File: config.mk
export PLATFORM = sky130hd
export DESIGN_NAME = encoder_unwrap_velocity_flat
export DESIGN_NICKNAME = d
export VERILOG_FILES = /design/src/euv_pkg.sv /design/src/euv_if.sv /design/src/euv_vdiv.sv /design/src/euv_lane.sv /design/src/encoder_unwrap_velocity.sv /design/src/flat_wrapper.sv
export SDC_FILE = /design/constraint.sdc
export NUM_CORES = 2
export LEC_CHECK = 0
export BUFFER_PORTS_ARGS = -buffer_cell sky130_fd_sc_hd__buf_4
export CORE_ASPECT_RATIO = 1.75
export CORE_MARGIN = 2
export CORE_UTILIZATION = 58
export DETAILED_ROUTE_END_ITERATION = 16
export PLACE_DENSITY_LB_ADDON = 0.3
export SLEW_MARGIN = 5
export SYNTH_ARGS = -nofsm -noshare
export SYNTH_HDL_FRONTEND = slang
export SYNTH_SLANG_ARGS = --single-unit
export TNS_END_PERCENT = 10
File: constraint.sdc
create_clock -name i_clk -period 8.15 [get_ports i_clk]
set_input_delay 1.2225 -clock i_clk [delete_from_list [all_inputs] [get_ports i_clk]]
set_output_delay 1.2225 -clock i_clk [all_outputs]
set_load 0.005 [all_outputs]
File: src/euv_pkg.sv
`timescale 1ns / 1ps
// ---------------------------------------------------------------------------
// euv_pkg
// Shared constants, register map and lane interface types for the encoder
// turn-unwrap and velocity block.
// ---------------------------------------------------------------------------
package euv_pkg;

    // Datapath widths
    localparam int SAMPLE_BITS   = 12;
    localparam int FRACTION_BITS = 16;
    localparam int TURN_BITS     = 16;
    localparam int POS_BITS      = 32;
    localparam int STAMP_BITS    = 32;
    localparam int INTERVAL_BITS = 16;

    // Fraction divider: quotient holds a full turn, one bit per step
    localparam int FRAC_W     = FRACTION_BITS + 1;
    localparam int FRAC_STEPS = FRACTION_BITS + 1;
    localparam int FRAC_CNT_W = $clog2(FRAC_STEPS);

    // Velocity: |diff| * 1000 / dt
    localparam int RATE_SCALE = 1000;
    localparam int DIFF_W     = POS_BITS + 1;
    localparam int MAG_W      = DIFF_W + $clog2(RATE_SCALE);
    localparam int VDIV_CNT_W = $clog2(MAG_W);

    // Configuration port
    localparam int REG_COUNT = 7;
    localparam int DATA_W    = 32;
    localparam int ADDR_W    = $clog2(REG_COUNT * 4);
    localparam int IDX_W     = ADDR_W - 2;

    typedef enum logic [IDX_W-1:0] {
        REG_LOWER_RIGHT  = 3'd0,
        REG_UPPER_RIGHT  = 3'd1,
        REG_LOWER_LEFT   = 3'd2,
        REG_UPPER_LEFT   = 3'd3,
        REG_REVERSE_RIGHT = 3'd4,
        REG_REVERSE_LEFT = 3'd5,
        REG_MIN_INTERVAL = 3'd6
    } t_reg_idx;

    // Reset values
    localparam logic [SAMPLE_BITS-1:0]   RST_LOWER    = '0;
    localparam logic [SAMPLE_BITS-1:0]   RST_UPPER    = SAMPLE_BITS'(1023);
    localparam logic                     RST_REV_RIGHT = 1'b0;
    localparam logic                     RST_REV_LEFT = 1'b1;
    localparam logic [INTERVAL_BITS-1:0] RST_INTERVAL = INTERVAL_BITS'(1);

    // Item operations
    localparam logic OP_CAPTURE = 1'b0;
    localparam logic OP_SAMPLE  = 1'b1;

    // Per-lane channel settings
    typedef struct packed {
        logic [SAMPLE_BITS-1:0] lo;
        logic [SAMPLE_BITS-1:0] hi;
        logic                   rev;
    } t_lane_cfg;

    // Work issued to a lane on acceptance of a beat
    typedef struct packed {
        logic                   start;
        logic                   op;
        logic                   upd;
        logic [SAMPLE_BITS-1:0] raw;
        logic [STAMP_BITS-1:0]  dt;
    } t_lane_cmd;

    // Lane findings handed to the merge stage
    typedef struct packed {
        logic                done;
        logic [POS_BITS-1:0] pos;
        logic [POS_BITS-1:0] vel;
    } t_lane_res;

endpackage

File: src/euv_if.sv
`timescale 1ns / 1ps
// ---------------------------------------------------------------------------
// euv_if
// Valid/ready channels for sample beats in and result beats out.
// ---------------------------------------------------------------------------
interface euv_in_if;
    import euv_pkg::*;

    logic                   valid;
    logic                   ready;
    logic                   operation;
    logic [SAMPLE_BITS-1:0] raw_right;
    logic [SAMPLE_BITS-1:0] raw_left;
    logic [STAMP_BITS-1:0]  now_ms;

    modport source (output valid, operation, raw_right, raw_left, now_ms, input ready);
    modport sink   (input valid, operation, raw_right, raw_left, now_ms, output ready);
endinterface

interface euv_out_if;
    import euv_pkg::*;

    logic                       valid;
    logic                       ready;
    logic signed [POS_BITS-1:0] pos_right;
    logic signed [POS_BITS-1:0] pos_left;
    logic signed [POS_BITS-1:0] vel_right;
    logic signed [POS_BITS-1:0] vel_left;
    logic                       vel_updated;

    modport source (output valid, pos_right, pos_left, vel_right, vel_left, vel_updated,
                    input ready);
    modport sink   (input valid, pos_right, pos_left, vel_right, vel_left, vel_updated,
                    output ready);
endinterface

File: src/euv_vdiv.sv
`timescale 1ns / 1ps
// ---------------------------------------------------------------------------
// euv_vdiv
// Restoring bit-serial divider for the velocity quotient,
// one quotient bit per cycle.
// ---------------------------------------------------------------------------
module euv_vdiv (
    input  logic                              i_clk,
    input  logic                              i_rst_n,
    input  logic                              i_start,
    input  logic [euv_pkg::MAG_W-1:0]         i_dividend,
    input  logic [euv_pkg::STAMP_BITS-1:0]    i_divisor,
    output logic                              o_done,
    output logic [euv_pkg::MAG_W-1:0]         o_quotient
);
    import euv_pkg::*;

    logic                   r_busy;
    logic                   r_done;
    logic [VDIV_CNT_W-1:0]  r_cnt;
    logic [MAG_W-1:0]       r_acc;
    logic [STAMP_BITS-1:0]  r_rem;
    logic [STAMP_BITS-1:0]  r_div;

    logic [STAMP_BITS:0]    w_trial;
    logic                   w_fit;
    logic                   w_last;

    // one compare-subtract step
    assign w_trial = {r_rem, r_acc[MAG_W-1]};
    assign w_fit   = (w_trial >= {1'b0, r_div});
    assign w_last  = (r_cnt == VDIV_CNT_W'(MAG_W - 1));

    // control
    always_ff @(posedge i_clk) begin
        if (!i_rst_n) begin
            r_busy <= 1'b0;
            r_done <= 1'b0;
            r_cnt  <= '0;
        end else begin
            r_done <= r_busy && w_last;
            if (i_start) begin
                r_busy <= 1'b1;
                r_cnt  <= '0;
            end else if (r_busy) begin
                r_cnt <= r_cnt + VDIV_CNT_W'(1);
                if (w_last) begin
                    r_busy <= 1'b0;
                end
            end
        end
    end

    // dividend shifts out at the top, quotient bits shift in at the bottom
    always_ff @(posedge i_clk) begin
        if (i_start) begin
            r_acc <= i_dividend;
            r_rem <= '0;
            r_div <= i_divisor;
        end else if (r_busy) begin
            r_acc <= {r_acc[MAG_W-2:0], w_fit};
            r_rem <= w_fit ? STAMP_BITS'(w_trial - {1'b0, r_div}) : STAMP_BITS'(w_trial);
        end
    end

    assign o_done     = r_done;
    assign o_quotient = r_acc;

    // partial remainder stays below the divisor
    a_rem_below: assert property (@(posedge i_clk) disable iff (!i_rst_n)
        r_busy |-> (r_rem < r_div))
        else $error("euv_vdiv: remainder not below divisor");

endmodule

File: src/euv_lane.sv
`timescale 1ns / 1ps
// ---------------------------------------------------------------------------
// euv_lane
// One encoder channel: clamp and scale to a turn fraction, unwrap whole
// turns, form the displacement and, on request, the velocity.
// ---------------------------------------------------------------------------
module euv_lane (
    input  logic                  i_clk,
    input  logic                  i_rst_n,
    input  euv_pkg::t_lane_cfg    i_cfg,
    input  euv_pkg::t_lane_cmd    i_cmd,
    output euv_pkg::t_lane_res    o_res
);
    import euv_pkg::*;

    typedef enum logic [5:0] {
        L_IDLE = 6'b000001,
        L_FRAC = 6'b000010,
        L_TURN = 6'b000100,
        L_POS  = 6'b001000,
        L_MUL  = 6'b010000,
        L_DIV  = 6'b100000
    } t_lane_state;

    localparam int DELTA_W = FRAC_W + 1;
    localparam int P_W     = TURN_BITS + FRACTION_BITS + 2;
    localparam int UP      = (FRACTION_BITS <= 16) ? 16 - FRACTION_BITS : 0;
    localparam int DN_RAW  = (FRACTION_BITS > 16) ? FRACTION_BITS - 16 : 0;
    localparam int DN      = (DN_RAW > 16) ? 16 : DN_RAW;
    localparam int Q_RAW   = P_W + UP + 1;
    localparam int Q_W     = (Q_RAW > POS_BITS) ? Q_RAW : POS_BITS + 1;

    localparam logic signed [DELTA_W-1:0]   HALF      = DELTA_W'(1 << (FRACTION_BITS - 1));
    localparam logic [FRAC_W-1:0]           FULL_TURN = FRAC_W'(1 << FRACTION_BITS);
    localparam logic signed [TURN_BITS-1:0] T_MAX     = {1'b0, {(TURN_BITS-1){1'b1}}};
    localparam logic signed [TURN_BITS-1:0] T_MIN     = {1'b1, {(TURN_BITS-1){1'b0}}};
    localparam logic [POS_BITS-1:0]         P_MAX     = {1'b0, {(POS_BITS-1){1'b1}}};
    localparam logic [POS_BITS-1:0]         P_MIN     = {1'b1, {(POS_BITS-1){1'b0}}};

    t_lane_state r_state, n_state;

    // channel state
    logic [FRAC_W-1:0]           r_start_frac;
    logic [FRAC_W-1:0]           r_prev_frac;
    logic signed [TURN_BITS-1:0] r_turns;
    logic [POS_BITS-1:0]         r_prev_pos;
    logic [POS_BITS-1:0]         r_vel;
    logic [POS_BITS-1:0]         r_pos;
    logic                        r_done;

    // item working registers
    logic                    r_op;
    logic                    r_upd;
    logic                    r_neg;
    logic [STAMP_BITS-1:0]   r_dt;
    logic [SAMPLE_BITS-1:0]  r_rem;
    logic [SAMPLE_BITS-1:0]  r_span;
    logic [FRAC_W-1:0]       r_quo;
    logic [FRAC_CNT_W-1:0]   r_cnt;

    logic [SAMPLE_BITS-1:0]    w_clamp;
    logic                      w_empty;
    logic [SAMPLE_BITS:0]      w_trial;
    logic                      w_fit;
    logic                      w_frac_last;
    logic signed [DELTA_W-1:0] w_delta;
    logic signed [P_W-1:0]     w_p;
    logic signed [Q_W-1:0]     w_q;
    logic signed [Q_W-1:0]     w_qs;
    logic                      w_fits;
    logic [POS_BITS-1:0]       w_pos_sat;
    logic signed [DIFF_W-1:0]  w_diff;
    logic [DIFF_W-1:0]         w_dmag;
    logic [MAG_W-1:0]          w_mag;
    logic                      w_div_start;
    logic                      w_div_done;
    logic [MAG_W-1:0]          w_div_quo;
    logic [POS_BITS-1:0]       w_vel_sat;

    // clamp to the channel limits; empty range yields fraction 0
    assign w_empty = (i_cfg.hi <= i_cfg.lo);
    assign w_clamp = (i_cmd.raw > i_cfg.hi) ? i_cfg.hi :
                     (i_cmd.raw < i_cfg.lo) ? i_cfg.lo : i_cmd.raw;

    // fraction divider step: first step decides the full-turn bit
    assign w_trial     = (r_cnt == '0) ? {1'b0, r_rem} : {r_rem, 1'b0};
    assign w_fit       = (w_trial >= {1'b0, r_span});
    assign w_frac_last = (r_cnt == FRAC_CNT_W'(FRAC_STEPS - 1));

    // jump against the previous fraction
    assign w_delta = $signed({1'b0, r_quo}) - $signed({1'b0, r_prev_frac});

    // displacement from start, scaled to Q16.16, sign applied, saturated
    assign w_p = P_W'($signed({r_turns, {FRACTION_BITS{1'b0}}}))
               + P_W'($signed({1'b0, r_quo}))
               - P_W'($signed({1'b0, r_start_frac}));
    assign w_q  = (Q_W'(w_p) <<< UP) >>> DN;
    assign w_qs = i_cfg.rev ? -w_q : w_q;
    assign w_fits = (&w_qs[Q_W-1:POS_BITS-1]) | ~(|w_qs[Q_W-1:POS_BITS-1]);
    assign w_pos_sat = w_fits ? POS_BITS'(w_qs) : (w_qs[Q_W-1] ? P_MIN : P_MAX);

    // |pos - prev| * 1000 for the divider
    assign w_diff = DIFF_W'($signed(r_pos)) - DIFF_W'($signed(r_prev_pos));
    assign w_dmag = w_diff[DIFF_W-1] ? DIFF_W'(-w_diff) : DIFF_W'(w_diff);
    assign w_mag  = {{(MAG_W-DIFF_W){1'b0}}, w_dmag} * MAG_W'(RATE_SCALE);
    assign w_div_start = (r_state == L_MUL) && (r_dt != '0);

    // quotient saturation, rounded toward zero
    always_comb begin
        if (!r_neg) begin
            w_vel_sat = ((|w_div_quo[MAG_W-1:POS_BITS-1])) ? P_MAX
                                                            : POS_BITS'(w_div_quo);
        end else if ((|w_div_quo[MAG_W-1:POS_BITS]) ||
                     (w_div_quo[POS_BITS-1] && (|w_div_quo[POS_BITS-2:0]))) begin
            w_vel_sat = P_MIN;
        end else begin
            w_vel_sat = POS_BITS'(-w_div_quo[POS_BITS-1:0]);
        end
    end

    euv_vdiv u_vdiv (
        .i_clk      (i_clk),
        .i_rst_n    (i_rst_n),
        .i_start    (w_div_start),
        .i_dividend (w_mag),
        .i_divisor  (r_dt),
        .o_done     (w_div_done),
        .o_quotient (w_div_quo)
    );

    // sequencer
    always_comb begin
        n_state = r_state;
        unique case (r_state)
            L_IDLE: if (i_cmd.start) n_state = L_FRAC;
            L_FRAC: if (w_frac_last) n_state = L_TURN;
            L_TURN: n_state = (r_op == OP_CAPTURE) ? L_IDLE : L_POS;
            L_POS:  n_state = r_upd ? L_MUL : L_IDLE;
            L_MUL:  n_state = (r_dt != '0) ? L_DIV : L_IDLE;
            L_DIV:  if (w_div_done) n_state = L_IDLE;
            default: n_state = L_IDLE;
        endcase
    end

    // control and channel state
    always_ff @(posedge i_clk) begin
        if (!i_rst_n) begin
            r_state      <= L_IDLE;
            r_done       <= 1'b0;
            r_start_frac <= '0;
            r_prev_frac  <= '0;
            r_turns      <= '0;
            r_prev_pos   <= '0;
            r_vel        <= '0;
            r_pos        <= '0;
        end else begin
            r_state <= n_state;
            r_done  <= 1'b0;
            unique case (r_state)
                L_TURN: begin
                    r_prev_frac <= r_quo;
                    if (r_op == OP_CAPTURE) begin
                        r_start_frac <= r_quo;
                        r_turns      <= '0;
                        r_prev_pos   <= '0;
                        r_pos        <= '0;
                        r_done       <= 1'b1;
                    end else if (w_delta > HALF) begin
                        if (r_turns > T_MIN) r_turns <= r_turns - TURN_BITS'(1);
                    end else if (w_delta < -HALF) begin
                        if (r_turns < T_MAX) r_turns <= r_turns + TURN_BITS'(1);
                    end
                end
                L_POS: begin
                    r_pos <= w_pos_sat;
                    if (!r_upd) r_done <= 1'b1;
                end
                L_MUL: begin
                    r_prev_pos <= r_pos;
                    if (r_dt == '0) begin
                        r_vel  <= '0;
                        r_done <= 1'b1;
                    end
                end
                L_DIV: begin
                    if (w_div_done) begin
                        r_vel  <= w_vel_sat;
                        r_done <= 1'b1;
                    end
                end
                default: ;
            endcase
        end
    end

    // item working registers
    always_ff @(posedge i_clk) begin
        if (r_state == L_IDLE && i_cmd.start) begin
            r_op   <= i_cmd.op;
            r_upd  <= i_cmd.upd;
            r_dt   <= i_cmd.dt;
            r_rem  <= w_empty ? '0 : SAMPLE_BITS'(w_clamp - i_cfg.lo);
            r_span <= w_empty ? '1 : SAMPLE_BITS'(i_cfg.hi - i_cfg.lo);
            r_quo  <= '0;
            r_cnt  <= '0;
        end else if (r_state == L_FRAC) begin
            r_rem <= w_fit ? SAMPLE_BITS'(w_trial - {1'b0, r_span}) : SAMPLE_BITS'(w_trial);
            r_quo <= {r_quo[FRAC_W-2:0], w_fit};
            r_cnt <= r_cnt + FRAC_CNT_W'(1);
        end else if (r_state == L_MUL) begin
            r_neg <= w_diff[DIFF_W-1];
        end
    end

    assign o_res.done = r_done;
    assign o_res.pos  = r_pos;
    assign o_res.vel  = r_vel;

    // scaled fraction never exceeds one full turn
    a_frac_range: assert property (@(posedge i_clk) disable iff (!i_rst_n)
        (r_state == L_TURN) |-> (r_quo <= FULL_TURN))
        else $error("euv_lane: fraction above a full turn");

    // divider only finishes while the lane waits for it
    a_div_owner: assert property (@(posedge i_clk) disable iff (!i_rst_n)
        w_div_done |-> (r_state == L_DIV))
        else $error("euv_lane: divider result outside divide state");

endmodule

File: src/encoder_unwrap_velocity.sv
`timescale 1ns / 1ps
// ---------------------------------------------------------------------------
// encoder_unwrap_velocity
// Two-lane turn unwrap and velocity for right and left absolute encoders,
// with APB register file, time-interval gate and result merge.
// ---------------------------------------------------------------------------
//  Port        Dir   Handshake            Beat
//  i_in        in    valid/ready          operation, raw samples, now_ms
//  o_out       out   valid/ready          positions, velocities, update flag
//  APB         in    psel/penable/pready  7 registers at 4*index
//
//  Capture beat: fraction divide and turn update; a sample without
//  velocity update adds the position step; with update it adds the 43-step
//  bit-serial velocity divider in each lane (both lanes run in lockstep).
//  One beat in flight; i_in.ready rises again once the result is in the
//  output register. A stalled output holds the lanes until it drains.
//  Reset is synchronous, active low, and clears all channel state.
// ---------------------------------------------------------------------------
module encoder_unwrap_velocity (
    input  logic                          i_clk,
    input  logic                          i_rst_n,
    euv_in_if.sink                        i_in,
    euv_out_if.source                     o_out,
    input  logic                          psel,
    input  logic                          penable,
    input  logic                          pwrite,
    input  logic [euv_pkg::ADDR_W-1:0]    paddr,
    input  logic [euv_pkg::DATA_W-1:0]    pwdata,
    output logic [euv_pkg::DATA_W-1:0]    prdata,
    output logic                          pready
);
    import euv_pkg::*;

    typedef enum logic [2:0] {
        S_IDLE = 3'b001,
        S_BUSY = 3'b010,
        S_HOLD = 3'b100
    } t_top_state;

    t_top_state r_state, n_state;

    // configuration registers
    logic [SAMPLE_BITS-1:0]   r_lo_r, r_hi_r, r_lo_l, r_hi_l;
    logic                     r_rev_r, r_rev_l;
    logic [INTERVAL_BITS-1:0] r_min_iv;

    logic [STAMP_BITS-1:0] r_last_stamp;
    logic                  r_upd;

    // output register
    logic                r_ovalid;
    logic [POS_BITS-1:0] r_opos_r, r_opos_l, r_ovel_r, r_ovel_l;
    logic                r_oupd;

    logic                  w_acc;
    logic                  w_cfg_wr;
    t_reg_idx              w_idx;
    logic [STAMP_BITS-1:0] w_dt;
    logic                  w_upd;
    logic                  w_done;
    logic                  w_load;
    t_lane_cfg             w_cfg_r, w_cfg_l;
    t_lane_cmd             w_cmd_r, w_cmd_l;
    t_lane_res             w_res_r, w_res_l;

    // APB register file
    assign pready   = 1'b1;
    assign w_cfg_wr = psel && penable && pwrite && pready;
    assign w_idx    = t_reg_idx'(paddr[ADDR_W-1:2]);

    always_ff @(posedge i_clk) begin
        if (!i_rst_n) begin
            r_lo_r   <= RST_LOWER;
            r_hi_r   <= RST_UPPER;
            r_lo_l   <= RST_LOWER;
            r_hi_l   <= RST_UPPER;
            r_rev_r  <= RST_REV_RIGHT;
            r_rev_l  <= RST_REV_LEFT;
            r_min_iv <= RST_INTERVAL;
        end else if (w_cfg_wr) begin
            unique case (w_idx)
                REG_LOWER_RIGHT:   r_lo_r   <= pwdata[SAMPLE_BITS-1:0];
                REG_UPPER_RIGHT:   r_hi_r   <= pwdata[SAMPLE_BITS-1:0];
                REG_LOWER_LEFT:    r_lo_l   <= pwdata[SAMPLE_BITS-1:0];
                REG_UPPER_LEFT:    r_hi_l   <= pwdata[SAMPLE_BITS-1:0];
                REG_REVERSE_RIGHT: r_rev_r  <= pwdata[0];
                REG_REVERSE_LEFT:  r_rev_l  <= pwdata[0];
                REG_MIN_INTERVAL:  r_min_iv <= pwdata[INTERVAL_BITS-1:0];
                default: ;
            endcase
        end
    end

    // readback
    always_comb begin
        unique case (w_idx)
            REG_LOWER_RIGHT:   prdata = DATA_W'(r_lo_r);
            REG_UPPER_RIGHT:   prdata = DATA_W'(r_hi_r);
            REG_LOWER_LEFT:    prdata = DATA_W'(r_lo_l);
            REG_UPPER_LEFT:    prdata = DATA_W'(r_hi_l);
            REG_REVERSE_RIGHT: prdata = DATA_W'(r_rev_r);
            REG_REVERSE_LEFT:  prdata = DATA_W'(r_rev_l);
            REG_MIN_INTERVAL:  prdata = DATA_W'(r_min_iv);
            default:           prdata = '0;
        endcase
    end

    // interval gate: elapsed ms modulo 2^32
    assign i_in.ready = (r_state == S_IDLE);
    assign w_acc      = i_in.valid && i_in.ready;
    assign w_dt       = i_in.now_ms - r_last_stamp;
    assign w_upd      = (i_in.operation == OP_SAMPLE) &&
                        (w_dt >= STAMP_BITS'(r_min_iv));

    always_ff @(posedge i_clk) begin
        if (!i_rst_n) begin
            r_last_stamp <= '0;
        end else if (w_acc && (i_in.operation == OP_CAPTURE || w_upd)) begin
            r_last_stamp <= i_in.now_ms;
        end
    end

    always_ff @(posedge i_clk) begin
        if (w_acc) r_upd <= w_upd;
    end

    // lanes
    assign w_cfg_r = '{lo: r_lo_r, hi: r_hi_r, rev: r_rev_r};
    assign w_cfg_l = '{lo: r_lo_l, hi: r_hi_l, rev: r_rev_l};
    assign w_cmd_r = '{start: w_acc, op: i_in.operation, upd: w_upd,
                       raw: i_in.raw_right, dt: w_dt};
    assign w_cmd_l = '{start: w_acc, op: i_in.operation, upd: w_upd,
                       raw: i_in.raw_left, dt: w_dt};

    euv_lane u_lane_right (
        .i_clk   (i_clk),
        .i_rst_n (i_rst_n),
        .i_cfg   (w_cfg_r),
        .i_cmd   (w_cmd_r),
        .o_res   (w_res_r)
    );

    euv_lane u_lane_left (
        .i_clk   (i_clk),
        .i_rst_n (i_rst_n),
        .i_cfg   (w_cfg_l),
        .i_cmd   (w_cmd_l),
        .o_res   (w_res_l)
    );

    // merge: lanes finish together; results stay put until loaded
    assign w_done = w_res_r.done && w_res_l.done;
    assign w_load = ((r_state == S_BUSY && w_done) || r_state == S_HOLD) &&
                    (!r_ovalid || o_out.ready);

    always_comb begin
        n_state = r_state;
        unique case (r_state)
            S_IDLE: if (w_acc) n_state = S_BUSY;
            S_BUSY: if (w_done) n_state = w_load ? S_IDLE : S_HOLD;
            S_HOLD: if (w_load) n_state = S_IDLE;
            default: n_state = S_IDLE;
        endcase
    end

    always_ff @(posedge i_clk) begin
        if (!i_rst_n) begin
            r_state  <= S_IDLE;
            r_ovalid <= 1'b0;
        end else begin
            r_state <= n_state;
            if (w_load) begin
                r_ovalid <= 1'b1;
            end else if (o_out.ready) begin
                r_ovalid <= 1'b0;
            end
        end
    end

    always_ff @(posedge i_clk) begin
        if (w_load) begin
            r_opos_r <= w_res_r.pos;
            r_opos_l <= w_res_l.pos;
            r_ovel_r <= w_res_r.vel;
            r_ovel_l <= w_res_l.vel;
            r_oupd   <= r_upd;
        end
    end

    assign o_out.valid       = r_ovalid;
    assign o_out.pos_right   = r_opos_r;
    assign o_out.pos_left    = r_opos_l;
    assign o_out.vel_right   = r_ovel_r;
    assign o_out.vel_left    = r_ovel_l;
    assign o_out.vel_updated = r_oupd;

    // capture beat restarts the velocity time base
    a_capture_stamp: assert property (@(posedge i_clk) disable iff (!i_rst_n)
        (w_acc && i_in.operation == OP_CAPTURE) |=> (r_last_stamp == $past(i_in.now_ms)))
        else $error("top: capture did not record time stamp");

    // both lanes run in lockstep
    a_lockstep: assert property (@(posedge i_clk) disable iff (!i_rst_n)
        w_res_r.done == w_res_l.done)
        else $error("top: lanes out of step");

    // lane results only arrive while a beat is in flight
    a_done_busy: assert property (@(posedge i_clk) disable iff (!i_rst_n)
        w_done |-> (r_state == S_BUSY))
        else $error("top: lane result with no beat in flight");

endmodule
File: src/flat_wrapper.sv
// flat-port wrapper written by rule: the top's interface ports become plain ports
module encoder_unwrap_velocity_flat import euv_pkg::*;
  (i_clk, i_rst_n, psel, penable, pwrite, paddr, pwdata, prdata, pready, i_in_valid, i_in_operation, i_in_raw_right, i_in_raw_left, i_in_now_ms, i_in_ready, o_out_valid, o_out_pos_right, o_out_pos_left, o_out_vel_right, o_out_vel_left, o_out_vel_updated, o_out_ready);
  euv_in_if i_in_i ();
  euv_out_if o_out_i ();
  input  logic i_clk;
  input  logic i_rst_n;
  input  logic psel;
  input  logic penable;
  input  logic pwrite;
  input  logic [euv_pkg::ADDR_W-1:0] paddr;
  input  logic [euv_pkg::DATA_W-1:0] pwdata;
  output logic [euv_pkg::DATA_W-1:0] prdata;
  output logic pready;
  input wire logic [$bits(i_in_i.valid)-1:0] i_in_valid;
  input wire logic [$bits(i_in_i.operation)-1:0] i_in_operation;
  input wire logic [$bits(i_in_i.raw_right)-1:0] i_in_raw_right;
  input wire logic [$bits(i_in_i.raw_left)-1:0] i_in_raw_left;
  input wire logic [$bits(i_in_i.now_ms)-1:0] i_in_now_ms;
  output wire logic [$bits(i_in_i.ready)-1:0] i_in_ready;
  output wire logic [$bits(o_out_i.valid)-1:0] o_out_valid;
  output wire logic [$bits(o_out_i.pos_right)-1:0] o_out_pos_right;
  output wire logic [$bits(o_out_i.pos_left)-1:0] o_out_pos_left;
  output wire logic [$bits(o_out_i.vel_right)-1:0] o_out_vel_right;
  output wire logic [$bits(o_out_i.vel_left)-1:0] o_out_vel_left;
  output wire logic [$bits(o_out_i.vel_updated)-1:0] o_out_vel_updated;
  input wire logic [$bits(o_out_i.ready)-1:0] o_out_ready;
  assign i_in_i.valid = i_in_valid;
  assign i_in_i.operation = i_in_operation;
  assign i_in_i.raw_right = i_in_raw_right;
  assign i_in_i.raw_left = i_in_raw_left;
  assign i_in_i.now_ms = i_in_now_ms;
  assign i_in_ready = i_in_i.ready;
  assign o_out_valid = o_out_i.valid;
  assign o_out_pos_right = o_out_i.pos_right;
  assign o_out_pos_left = o_out_i.pos_left;
  assign o_out_vel_right = o_out_i.vel_right;
  assign o_out_vel_left = o_out_i.vel_left;
  assign o_out_vel_updated = o_out_i.vel_updated;
  assign o_out_i.ready = o_out_ready;
  encoder_unwrap_velocity u_core (.i_clk(i_clk), .i_rst_n(i_rst_n), .i_in(i_in_i), .o_out(o_out_i), .psel(psel), .penable(penable), .pwrite(pwrite), .paddr(paddr), .pwdata(pwdata), .prdata(prdata), .pready(pready));
endmodule
==> out/results.ini <==
[outcome]
status = complete, no violations

[final_layout]
fin_nets = 9688
finalNonFillerCells = 10400
final_common_cell = nand2_1
num-fill-cells = 10100
area_growth_pct = 13.7
final_cell_mix = nand2_1 (894), inv_1 (806), a21oi_1 (718)
drive_above_1_share_pct = 13.0
fin_area_mm2 = 0.0816

[place]
placed_area_mm2 = 0.0774
place_congestion = 0.945
place.port_buffers = 229
dp.cells = 10200
dpl.hpwl_um = 147000

[power]
vdd_drop_max_uv = 550
p_comb_share_pct = 32.8
p_clk_share_pct = 30.7
p_per_area_mw_per_mm2 = 179
p_int_mw = 9.55
netSwitchingFraction_pct = 34.6
power.net_switching_mw = 5.04
p_total_mw = 14.6
p_leak_nw = 34.4
seq_power_share_pct = 36.5

[grt]
grt-ovfl-total = 0
grt_max_degree = 111
gr-usage-all-layers_pct = 29.3
antenna_found_initial = 1
grt_pass1_vias = 60900
grt_pass1_wl_um = 305000

[clocking]
cts_buffer_depth = 3
root_buffer = clkbuf_16
cts_max_level = 3
cts_buffers = 89
clkLatencyLatePin_ns = 0.73
cts.sinks = 930
clk_pin_slew_worst_paths_ns = 0.07
cts_tree = done
cts_hold_buf = 0

[drt]
vias_per_cell = 5.96
dr.pass1.iters = 6
drc = 0
vias = 62000
drtIter0Drc = 3846
antenna_left = 0
wl_um = 191000
wire_per_inst_um = 18.3

[synthesis]
synthArstFlopShare_pct = 0
ys_ff_latch = 930
syn_area_per_cell_um2 = 8.68
synth_area_mm2 = 0.0717
yosysWarnings = 0
yosysSeqAreaShare_pct = 31.4
syn_inst = 8265
synthFlopType = dfxtp_1
synth_edf_count = 392
synth.distinct_cells = 116

[job]
drv_cap = 0

[floorplan]
die_h_um = 469
row_count = 170
die_area_mm2 = 0.127
num_io_pins = 265
core-area_mm2 = 0.123
start_util_pct = 58.4
die_x_um = 270

[timing]
fin_skew_ns = 0.0325
fmax_ghz = 0.125
slew_headroom_pct = 16.3
worstMarginPinSlew_ns = 1.25
setup_viol = 0
fin_crit_ns = 8.00
tns_ns = 0
hold_violations = 0
rsz0062_at_grt = true
fin_crit_sh_pct = 98.2
slew_viol_final = 0

[worst_setup_path]
cp_slowest_cell = fa_1
cp-start-kind = flop
end_kind = flop
critPathTopFamily = compound AO/OA/AOI/OAI gates
cp_max_fo = 4
crit_type = reg2reg
cp_data_required_time_ns = 8.57
crit_path_frequent_cell = a21o_1
path_buf_inv = 7
slowest_delay_ns = 0.50
arrival_ns = 8.42

[hold_path]
hold_class = reg2reg

-- what timing repair did --
action                     in CTS  in global routing
buffers inserted                8                 21
hold endpoints to repair        0                  0
resized for setup              35                138
setup endpoints to repair      28                 35
pin swaps                      20                 66
cloned                          1                  0
-- Yosys cell counts, types with 19 or more instances --
cell type / instances / area [µm²]
o211ai_1: 79 / 593
nand3b_1: 26 / 195
inv_1: 815 / 3060
a21boi_0: 37 / 278
or2_2: 32 / 200
nor3_1: 150 / 751
fa_1: 247 / 4940
xor2_1: 163 / 1430
nand2_1: 898 / 3370
and3_1: 42 / 263
ha_1: 649 / 8120
o21ai_0: 462 / 2310
nor3b_1: 36 / 270
nand3_1: 298 / 1490
o221ai_1: 37 / 324
xnor2_1: 305 / 2670
a21oi_1: 743 / 3720
mux2i_1: 88 / 881
a211oi_1: 54 / 405
and2_1: 55 / 344
edfxtp_1: 392 / 11800
or4_1: 19 / 143
nor4_1: 63 / 394
a211oi_2: 23 / 288
o21a_1: 54 / 405
o21bai_1: 53 / 398
nand2b_1: 84 / 526
dfxtp_1: 538 / 10800
or3_1: 52 / 325
buf_1: 28 / 105
o31a_1: 25 / 219
o21ai_1: 48 / 240
mux2_2: 36 / 405
nand4_1: 90 / 563
buf_4: 23 / 173
a31oi_1: 81 / 507
o31ai_1: 86 / 646
clkbuf_1: 270 / 1010
a21o_1: 193 / 1450
nor2b_1: 88 / 551
nor2_1: 421 / 1580
o41ai_1: 21 / 184
-- routing by layer --
layer  vias to the layer above  global-route usage, %  part of all wire [%]
met3                       517                   2.75                   4.2
met5                         -                      0                     0
li1                      30100                      -                     -
met1                     29700                   33.8                    40
met2                      1647                   53.1                    50
met4                         0                   15.8                   5.6
-- cell families (layout without fill, tap and decap cells) --
family	Yosys count	in the layout	share of synthesized area [%]
flops	930	930	31.4
compound gates	2225	2225	19.7
fa+ha+maj	905	905	18.3
buf+inv	1160	1648	6.25
simple gates	2434	2434	16.3
xor+xnor	473	473	5.83
mux	136	136	2.15
other cells	2	19	0.0105
-- worst paths after layout --
path | startpoint | end | slack, ns | cells past startpoint
setup / recovery | u_core.u_lane_right.r_prev_pos[3]$_SDFFE_PN0P_ | u_core.u_lane_right.u_vdiv.o_quotient[35]$_DFFE_PP_ | 0.15 | 39
setup reg to reg | u_core.u_lane_right.r_prev_pos[3]$_SDFFE_PN0P_ | u_core.u_lane_right.u_vdiv.o_quotient[35]$_DFFE_PP_ | 0.15 | 39
hold / removal | u_core.u_lane_right.r_vel[23]$_SDFFE_PN0P_ | u_core.o_out.vel_right[23]$_DFFE_PP_ | 0.43 | 0
hold reg to reg | u_core.u_lane_right.r_vel[23]$_SDFFE_PN0P_ | u_core.o_out.vel_right[23]$_DFFE_PP_ | 0.43 | 0
-- stage by stage --
stage,hold WS (ns),utilization [%],setup slack [ns]
2_1_floorplan,0.400,-,-0.0860
3_3_place_gp,0.407,63.1,-0.321
3_5_place_dp,0.414,63.1,-0.429
4_1_cts,0.430,65.8,-0.00367
5_1_grt,0.439,66.5,-0.312
6_report,0.427,66.5,0.151
-- power groups by stage --
stage	Clock (mW)	Sequential [mW]	Combinational, mW
4_1_cts	4.54	5.32	4.74
6_report	4.48	5.32	4.79
5_1_grt	4.70	5.34	5.24
3_3_place_gp	0	5.41	4.59
2_1_floorplan	0	5.35	3.78
3_5_place_dp	0	5.42	4.71
-- final cells by class --
| type | instances | area (µm²) | area share [%] |
|---|---|---|---|
| antenna | 2 | 5.00 | 0.00614 |
| timing repair inverter | 1 | 7.51 | 0.00920 |
| tap | 1634 | 2040 | 2.51 |
| timing repair buffer | 660 | 4990 | 6.12 |
| multi-input combinational | 6190 | 45700 | 56.1 |
| sequential | 930 | 22600 | 27.7 |
| inverter | 819 | 3090 | 3.79 |
| clock buffer | 120 | 2550 | 3.13 |
| clock inverter | 48 | 593 | 0.727 |
(Power assumes the default switching activity.)
